$ cat src/rtl/core/b32ge_pkg.sv
// ----------------------------------------------------------------------------
// Base32 grouped encoder package
// Item types, configuration register indexes, character codes and the
// base32 alphabet lookup shared by the encoder and its stream interface users.
// ----------------------------------------------------------------------------
package b32ge_pkg;

    localparam int MAX_RESULTS = 4;
    localparam int CFG_IDX_W   = 1;
    localparam int CFG_DATA_W  = 8;

    localparam logic [CFG_IDX_W-1:0] CFG_MAX_CHARS = 1'd0;
    localparam logic [CFG_IDX_W-1:0] CFG_GROUP_EN  = 1'd1;

    localparam logic [7:0] MAX_CHARS_RST = 8'd127;
    localparam logic       GROUP_EN_RST  = 1'b1;

    localparam logic [6:0] CHAR_SPACE = 7'h20;
    localparam logic [6:0] CHAR_NUL   = 7'h00;

    typedef struct packed {
        logic [7:0] in_byte;
        logic       final_byte;
    } t_in_item;

    typedef struct packed {
        logic [6:0] out_char;
        logic       end_of_text;
        logic       truncated;
    } t_out_item;

    // RFC 4648 alphabet: A-Z then 2-7
    function automatic logic [6:0] sym_to_char(input logic [4:0] sym);
        logic [6:0] ch;
        if (sym < 5'd26) begin
            ch = 7'h41 + {2'b00, sym};
        end else begin
            ch = 7'h32 + {2'b00, sym - 5'd26};
        end
        return ch;
    endfunction

endpackage

$ cat src/rtl/core/b32ge_stream_if.sv
// ----------------------------------------------------------------------------
// Base32 encoder stream interface
// Valid/ready channel carrying one payload item per transfer.
// ----------------------------------------------------------------------------
interface b32ge_stream_if #(
    parameter type t_payload = logic
);
    logic     valid;
    logic     ready;
    t_payload payload;

    modport source (
        output valid,
        output payload,
        input  ready
    );

    modport sink (
        input  valid,
        input  payload,
        output ready
    );
endinterface

$ cat src/rtl/core/base32_grouped_encoder.sv
// ----------------------------------------------------------------------------
// Base32 grouped encoder
// An accepted byte passes the input register and then the result buffer to o_out.
// Throughput: one result per cycle while o_out is ready; the result buffer drains
//   one character per cycle and takes the next byte as its last character leaves.
// Reset (i_rst_n low, synchronous): pipeline empty, residue and counters zero,
//   max_chars 127, grouping on.
// ----------------------------------------------------------------------------
module base32_grouped_encoder #(
    parameter int GROUP_SIZE = 4
) (
    input  logic                              i_clk,
    input  logic                              i_rst_n,
    b32ge_stream_if.sink                      i_in,
    b32ge_stream_if.source                    o_out,
    input  logic                              i_cfg_we,
    input  logic [b32ge_pkg::CFG_IDX_W-1:0]   i_cfg_idx,
    input  logic [b32ge_pkg::CFG_DATA_W-1:0]  i_cfg_data
);

    localparam int GW = (GROUP_SIZE > 1) ? $clog2(GROUP_SIZE) : 1;
    localparam logic [GW:0] GS_LAST = (GW+1)'(GROUP_SIZE - 1);
    localparam int NW = $clog2(b32ge_pkg::MAX_RESULTS + 1);
    localparam int IW = $clog2(b32ge_pkg::MAX_RESULTS);

    // configuration
    logic [7:0] r_max_chars;
    logic       r_group_en;

    // encoder state
    logic [3:0]    r_residue, n_residue;
    logic [2:0]    r_rcnt, n_rcnt;
    logic [GW-1:0] r_gfill, n_gfill;
    logic [7:0]    r_chars, n_chars;
    logic          r_limit, n_limit;

    // input register
    logic       r_in_valid;
    logic [7:0] r_in_byte;
    logic       r_in_fin;

    // result buffer
    logic       r_buf_valid;
    logic [6:0] r_buf_char [b32ge_pkg::MAX_RESULTS];
    logic [NW-1:0] r_buf_cnt;
    logic [IW-1:0] r_buf_idx;
    logic       r_buf_eot;
    logic       r_buf_trunc;

    logic [6:0]    n_res [b32ge_pkg::MAX_RESULTS];
    logic [NW-1:0] n_nres;

    logic buf_last;
    logic out_xfer;
    logic advance;
    b32ge_pkg::t_out_item out_item;

    assign out_xfer = o_out.valid & o_out.ready;
    assign buf_last = (NW'(r_buf_idx) == r_buf_cnt - NW'(1));
    assign advance  = r_in_valid & (~r_buf_valid | (out_xfer & buf_last));
    assign i_in.ready = ~r_in_valid | advance;

    always_comb begin
        out_item.out_char    = r_buf_char[r_buf_idx];
        out_item.end_of_text = r_buf_eot & buf_last;
        out_item.truncated   = r_buf_trunc;
    end
    assign o_out.valid   = r_buf_valid;
    assign o_out.payload = out_item;

    // per-byte encoding
    always_comb begin
        logic [11:0]  acc;
        logic [3:0]   total;
        logic         two;
        logic [2:0]   left;
        logic [4:0]   sym [3];
        logic [2:0]   sym_v;
        logic [11:0]  shifted;
        logic [GW:0]  gf_inc;
        gf_inc  = '0;
        acc     = {r_residue, r_in_byte};
        total   = {1'b0, r_rcnt} + 4'd8;
        two     = (total >= 4'd10);
        shifted = acc >> (total - 4'd5);
        sym[0]  = shifted[4:0];
        shifted = acc >> (total - 4'd10);
        sym[1]  = shifted[4:0];
        left    = two ? 3'(total - 4'd10) : 3'(total - 4'd5);
        shifted = acc << (3'd5 - left);
        sym[2]  = shifted[4:0];
        sym_v   = {r_in_fin & (left != 3'd0), two, 1'b1};

        n_chars = r_chars;
        n_gfill = r_gfill;
        n_limit = r_limit;
        n_nres  = '0;
        for (int i = 0; i < b32ge_pkg::MAX_RESULTS; i++) begin
            n_res[i] = b32ge_pkg::CHAR_NUL;
        end

        for (int k = 0; k < 3; k++) begin
            if (sym_v[k]) begin
                if (n_chars >= r_max_chars) begin
                    n_limit = 1'b1;
                end else begin
                    if (n_gfill == '0 && n_chars != 8'd0 && r_group_en) begin
                        if (n_nres >= NW'(b32ge_pkg::MAX_RESULTS)) begin
                            n_limit = 1'b1;
                        end else begin
                            n_res[n_nres[IW-1:0]] = b32ge_pkg::CHAR_SPACE;
                            n_nres = n_nres + NW'(1);
                        end
                    end
                    if (n_nres >= NW'(b32ge_pkg::MAX_RESULTS)) begin
                        n_limit = 1'b1;
                    end else begin
                        n_res[n_nres[IW-1:0]] = b32ge_pkg::sym_to_char(sym[k]);
                        n_nres = n_nres + NW'(1);
                    end
                    n_chars = n_chars + 8'd1;
                    gf_inc  = {1'b0, n_gfill} + (GW+1)'(1);
                    n_gfill = ({1'b0, n_gfill} == GS_LAST) ? '0 : gf_inc[GW-1:0];
                end
            end
        end

        if (r_in_fin && n_nres == '0) begin
            n_nres = NW'(1);
        end

        n_residue = acc[3:0] & ((4'd1 << left) - 4'd1);
        n_rcnt    = left;
    end

    always_ff @(posedge i_clk) begin
        if (!i_rst_n) begin
            r_max_chars <= b32ge_pkg::MAX_CHARS_RST;
            r_group_en  <= b32ge_pkg::GROUP_EN_RST;
        end else if (i_cfg_we) begin
            case (i_cfg_idx)
                b32ge_pkg::CFG_MAX_CHARS: r_max_chars <= i_cfg_data;
                b32ge_pkg::CFG_GROUP_EN:  r_group_en  <= i_cfg_data[0];
                default: ;
            endcase
        end
    end

    always_ff @(posedge i_clk) begin
        if (!i_rst_n) begin
            r_in_valid <= 1'b0;
        end else if (i_in.ready) begin
            r_in_valid <= i_in.valid;
        end
    end

    always_ff @(posedge i_clk) begin
        if (i_in.ready) begin
            r_in_byte <= i_in.payload.in_byte;
            r_in_fin  <= i_in.payload.final_byte;
        end
    end

    always_ff @(posedge i_clk) begin
        if (!i_rst_n) begin
            r_residue <= '0;
            r_rcnt    <= '0;
            r_gfill   <= '0;
            r_chars   <= '0;
            r_limit   <= 1'b0;
        end else if (advance) begin
            if (r_in_fin) begin
                r_residue <= '0;
                r_rcnt    <= '0;
                r_gfill   <= '0;
                r_chars   <= '0;
                r_limit   <= 1'b0;
            end else begin
                r_residue <= n_residue;
                r_rcnt    <= n_rcnt;
                r_gfill   <= n_gfill;
                r_chars   <= n_chars;
                r_limit   <= n_limit;
            end
        end
    end

    always_ff @(posedge i_clk) begin
        if (!i_rst_n) begin
            r_buf_valid <= 1'b0;
            r_buf_idx   <= '0;
        end else if (advance) begin
            r_buf_valid <= (n_nres != '0);
            r_buf_idx   <= '0;
        end else if (out_xfer) begin
            if (buf_last) begin
                r_buf_valid <= 1'b0;
            end
            r_buf_idx <= r_buf_idx + IW'(1);
        end
    end

    always_ff @(posedge i_clk) begin
        if (advance) begin
            r_buf_char  <= n_res;
            r_buf_cnt   <= n_nres;
            r_buf_eot   <= r_in_fin;
            r_buf_trunc <= n_limit;
        end
    end

endmodule

$ cat src/flat_wrapper.sv
// flat-port wrapper written by rule: the top's interface ports become plain ports
module base32_grouped_encoder_flat 
#(
    parameter int GROUP_SIZE = 4
)
  (i_clk, i_rst_n, i_cfg_we, i_cfg_idx, i_cfg_data, i_in_valid, i_in_payload, i_in_ready, o_out_valid, o_out_payload, o_out_ready);
  b32ge_stream_if #(.t_payload(b32ge_pkg::t_in_item)) i_in_i ();
  b32ge_stream_if #(.t_payload(b32ge_pkg::t_out_item)) o_out_i ();
  input  logic i_clk;
  input  logic i_rst_n;
  input  logic i_cfg_we;
  input  logic [b32ge_pkg::CFG_IDX_W-1:0] i_cfg_idx;
  input  logic [b32ge_pkg::CFG_DATA_W-1:0] i_cfg_data;
  input wire logic [$bits(i_in_i.valid)-1:0] i_in_valid;
  input wire logic [$bits(i_in_i.payload)-1:0] i_in_payload;
  output wire logic [$bits(i_in_i.ready)-1:0] i_in_ready;
  output wire logic [$bits(o_out_i.valid)-1:0] o_out_valid;
  output wire logic [$bits(o_out_i.payload)-1:0] o_out_payload;
  input wire logic [$bits(o_out_i.ready)-1:0] o_out_ready;
  assign i_in_i.valid = i_in_valid;
  assign i_in_i.payload = i_in_payload;
  assign i_in_ready = i_in_i.ready;
  assign o_out_valid = o_out_i.valid;
  assign o_out_payload = o_out_i.payload;
  assign o_out_i.ready = o_out_ready;
  base32_grouped_encoder #(.GROUP_SIZE(GROUP_SIZE)) u_core (.i_clk(i_clk), .i_rst_n(i_rst_n), .i_in(i_in_i), .o_out(o_out_i), .i_cfg_we(i_cfg_we), .i_cfg_idx(i_cfg_idx), .i_cfg_data(i_cfg_data));
endmodule
$ cat config.mk
export PLATFORM = sky130hd
export DESIGN_NAME = base32_grouped_encoder_flat
export DESIGN_NICKNAME = d
export VERILOG_FILES = /design/src/rtl/core/b32ge_pkg.sv /design/src/rtl/core/b32ge_stream_if.sv /design/src/rtl/core/base32_grouped_encoder.sv /design/src/flat_wrapper.sv
export SDC_FILE = /design/constraint.sdc
export NUM_CORES = 1
export LEC_CHECK = 0
export CORE_MARGIN = 5
export CORE_UTILIZATION = 65
export CTS_BUF_LIST = sky130_fd_sc_hd__clkbuf_2 sky130_fd_sc_hd__clkbuf_4 sky130_fd_sc_hd__clkbuf_8
export DETAILED_ROUTE_END_ITERATION = 8
export DONT_BUFFER_PORTS = 1
export GPL_ROUTABILITY_DRIVEN = 1
export PLACE_DENSITY = 0.92
export REMOVE_ABC_BUFFERS = 1
export SETUP_SLACK_MARGIN = 0.02
export SLEW_MARGIN = 20
export SYNTH_ARGS = -nofsm -noshare
export SYNTH_HDL_FRONTEND = slang
export SYNTH_SLANG_ARGS = --single-unit
$ cat constraint.sdc
create_clock -name i_clk -period 18.15 [get_ports i_clk]
set_input_delay 2.7225 -clock i_clk [delete_from_list [all_inputs] [get_ports i_clk]]
set_output_delay 2.7225 -clock i_clk [all_outputs]
set_load 0.03 [all_outputs]
==> reports/results.ini <==
[synth]
ys_warn_count = 0
avgSynthCellArea_um2 = 8.91
yosysTopAreaCellShare = 0.194
ys_top_cells_by_count = nand2_1, ha_1, inv_1
synth-edff-count = 42
ys_ff_latch = 73
yosys-top-cells-area = edfxtp_1, ha_1, dfxtp_1, mux2i_1, mux4_2
synthCells = 731
synth.most_common_cell = nand2_1
ys_async_sr_fraction = 0
ys.flop_type = edfxtp_1
syn_area_um2 = 6510
yosysSeqAreaShare = 0.289
synth_cell_types = 74
synth_area_leader_cell = edfxtp_1

[clocking]
path_clk_slew_ps = 80
post_cts.repair.setup_buffers = 0
numCtsBuffers = 9
clockBufferDepth = 2
hold_buffers = 0
clk-insertion-delay-late_ps = 360
post_cts_resized = 0
cts_root_buffer = clkbuf_8
numClockSinks = 73
h-tree-depth = 3
cts_tree = built

[sta]
skew_ps = 9.04
setup_tns_ps = 0
hold_viol = 0
timing.fmax_mhz = 134
min_period_ps = 7470
slew_violations = 0
setup_viol = 0
rsz0062_at_grt = no
tightest_slew_ps = 1080
relSlewSlack = 0.272
fin_crit_sh = 0.411

[floorplanning]
dieArea_um2 = 12100
fp.dieW_um = 110
rows = 36
dieHeight_um = 110
io_pins = 34
start_util = 0.666
core_um2 = 9770

[worst_setup_path]
cp_data_arrival_time_ps = 7570
cp.required_ps = 18260
start_kind = register
worstSetupStartpoint = u_core.r_chars[4]$_SDFFE_PN0P_
timing.rr.start = u_core.r_chars[4]$_SDFFE_PN0P_
crit_type = reg -> reg
end_kind = register
cp_max_fo = 25

[placed_design]
portBuffers = 0
hpwl_um = 12600
gp_congestion = 0.988
placed_cells = 827
place_area_um2 = 6550

[route]
wl_per_cell_um = 19.3
route.detailed.drc = 0
firstDrtPassIters = 6
ant_nets = 0
wl_um = 16300
viasPerCell = 6.60
drt-initial-drc-count = 537
via_count = 5563

[final_layout]
drive_above_1_share = 0.0732
nets = 790
syn2layout_area_growth_pct = 4.32
antenna_cells = 0
fin_area_um2 = 6790
layout.cells.non_filler = 843

[global_routing]
antenna_found_initial = 0
gr-total-overflow = 0
grt_usage = 0.284
grt_pass1_vias = 5277
grt_pass1_wl_um = 26700
grt_max_degree = 34

[pwr]
ir_worst_vdd_mv = 0.0610
power_density_nw_per_um2 = 86.5
p_leak_nw = 2.76

[worst_hold_path]
hold_class = reg -> reg
worstHoldStart = u_core.r_max_chars[7]$_SDFFE_PN0P_

[run_status]
status = complete, no violations

[flow_run]
maxCapViolations = 0

-- stage by stage --
step / total power [mW] / setup WS (ps) / utilization / hold WS (ps)
finish: 0.588 / 10680 / 0.695 / 486
global route: 0.622 / 10270 / 0.695 / 515
CTS: 0.588 / 10830 / 0.695 / 488
detailed placement: 0.431 / 10830 / 0.670 / 467
global placement: 0.419 / 11300 / 0.670 / 446
floorplan: 0.380 / 11060 / - / 436
-- layout make-up --
class,count,area [um2]
fill,729,2980
sequential,73,1880
timing repair buffer,4,30.0
multi-input combinational,562,4260
tap,133,166
clock inverter,6,115
clock buffer,10,131
inverter,55,208
-- cell usage in the layout, fill, tap and decap left out, types with 12 or more instances in the layout --
cell type and n:
a21oi_1 30, nand2b_1 13, inv_1 53, nor3_1 17, nand3_1 21, dfxtp_1 31, and2_1 12, mux2i_1 39
ha_1 62, a22o_1 21, edfxtp_1 42, o22ai_1 22, nand2_1 81, o21ai_0 34, mux4_2 15, xnor2_1 31
nor2_1 42
-- sequential cells by signal (all words and copies together) (netlist names) --
signal,count
u_core.r_in_fin,1
u_core.r_buf_cnt,3
u_core.r_buf_char,28
u_core.r_residue,4
u_core.r_gfill,2
u_core.r_limit,1
u_core.r_buf_idx,2
u_core.r_rcnt,3
u_core.r_buf_eot,1
u_core.r_buf_trunc,1
u_core.r_chars,8
u_core.o_out.valid,1
u_core.r_max_chars,8
u_core.r_in_byte,8
u_core.r_group_en,1
u_core.r_in_valid,1
-- cells by family after synthesis --
kind of cell,share of synthesized area
AND/OR/NAND/NOR,0.171
adder cells (fa/ha/maj),0.121
buffers and inverters,0.0575
AO/OA/AOI/OAI,0.188
multiplexers,0.120
flip-flops,0.289
XOR/XNOR,0.0538
-- final timing paths --
| path | end | slack (ps) | cells past startpoint |
|---|---|---|---|
| setup reg to reg | u_core.r_buf_char[1]$_DFFE_PP_ | 10680 | 22 |
| hold / removal | u_core.r_max_chars[7]$_SDFFE_PN0P_ | 490 | 2 |
| hold reg to reg | u_core.r_max_chars[7]$_SDFFE_PN0P_ | 490 | 2 |
| setup / recovery | u_core.r_buf_char[1]$_DFFE_PP_ | 10680 | 22 |
-- layer usage --
layer  vias to the layer above  track usage  wire [um]
met3                        37       0.0763       1640
li1                       2618            -          -
met4                         0       0.0703        347
met1                      2592        0.371       6630
met2                       316        0.469       7640
met5                         -            0          0
-- critical path: stages (launching register included) --
cell      delay [ps]
dfxtp_1          700
ha_1             250
a21oi_1           60
o21ai_1          460
a21o_1           680
nor2_1           150
xnor2_1          250
inv_1             80
ha_1             280
o21a_1           110
o21ai_1          130
a221oi_1         130
nor4_2           900
nand2_2          170
or4_1            550
a211o_1          350
o31ai_4          390
nor2_1           250
xnor2_1          350
inv_1            120
ha_1             220
and3_1           270
mux2_4           340
-- report_power, final --
group          total [mW]  leakage, nW  switching [mW]  internal [mW]
combinational       0.221         1.97           0.135         0.0869
sequential          0.211        0.665          0.0145          0.197
clock               0.155        0.121          0.0616         0.0935
Power figures use the tool's default switching activity.
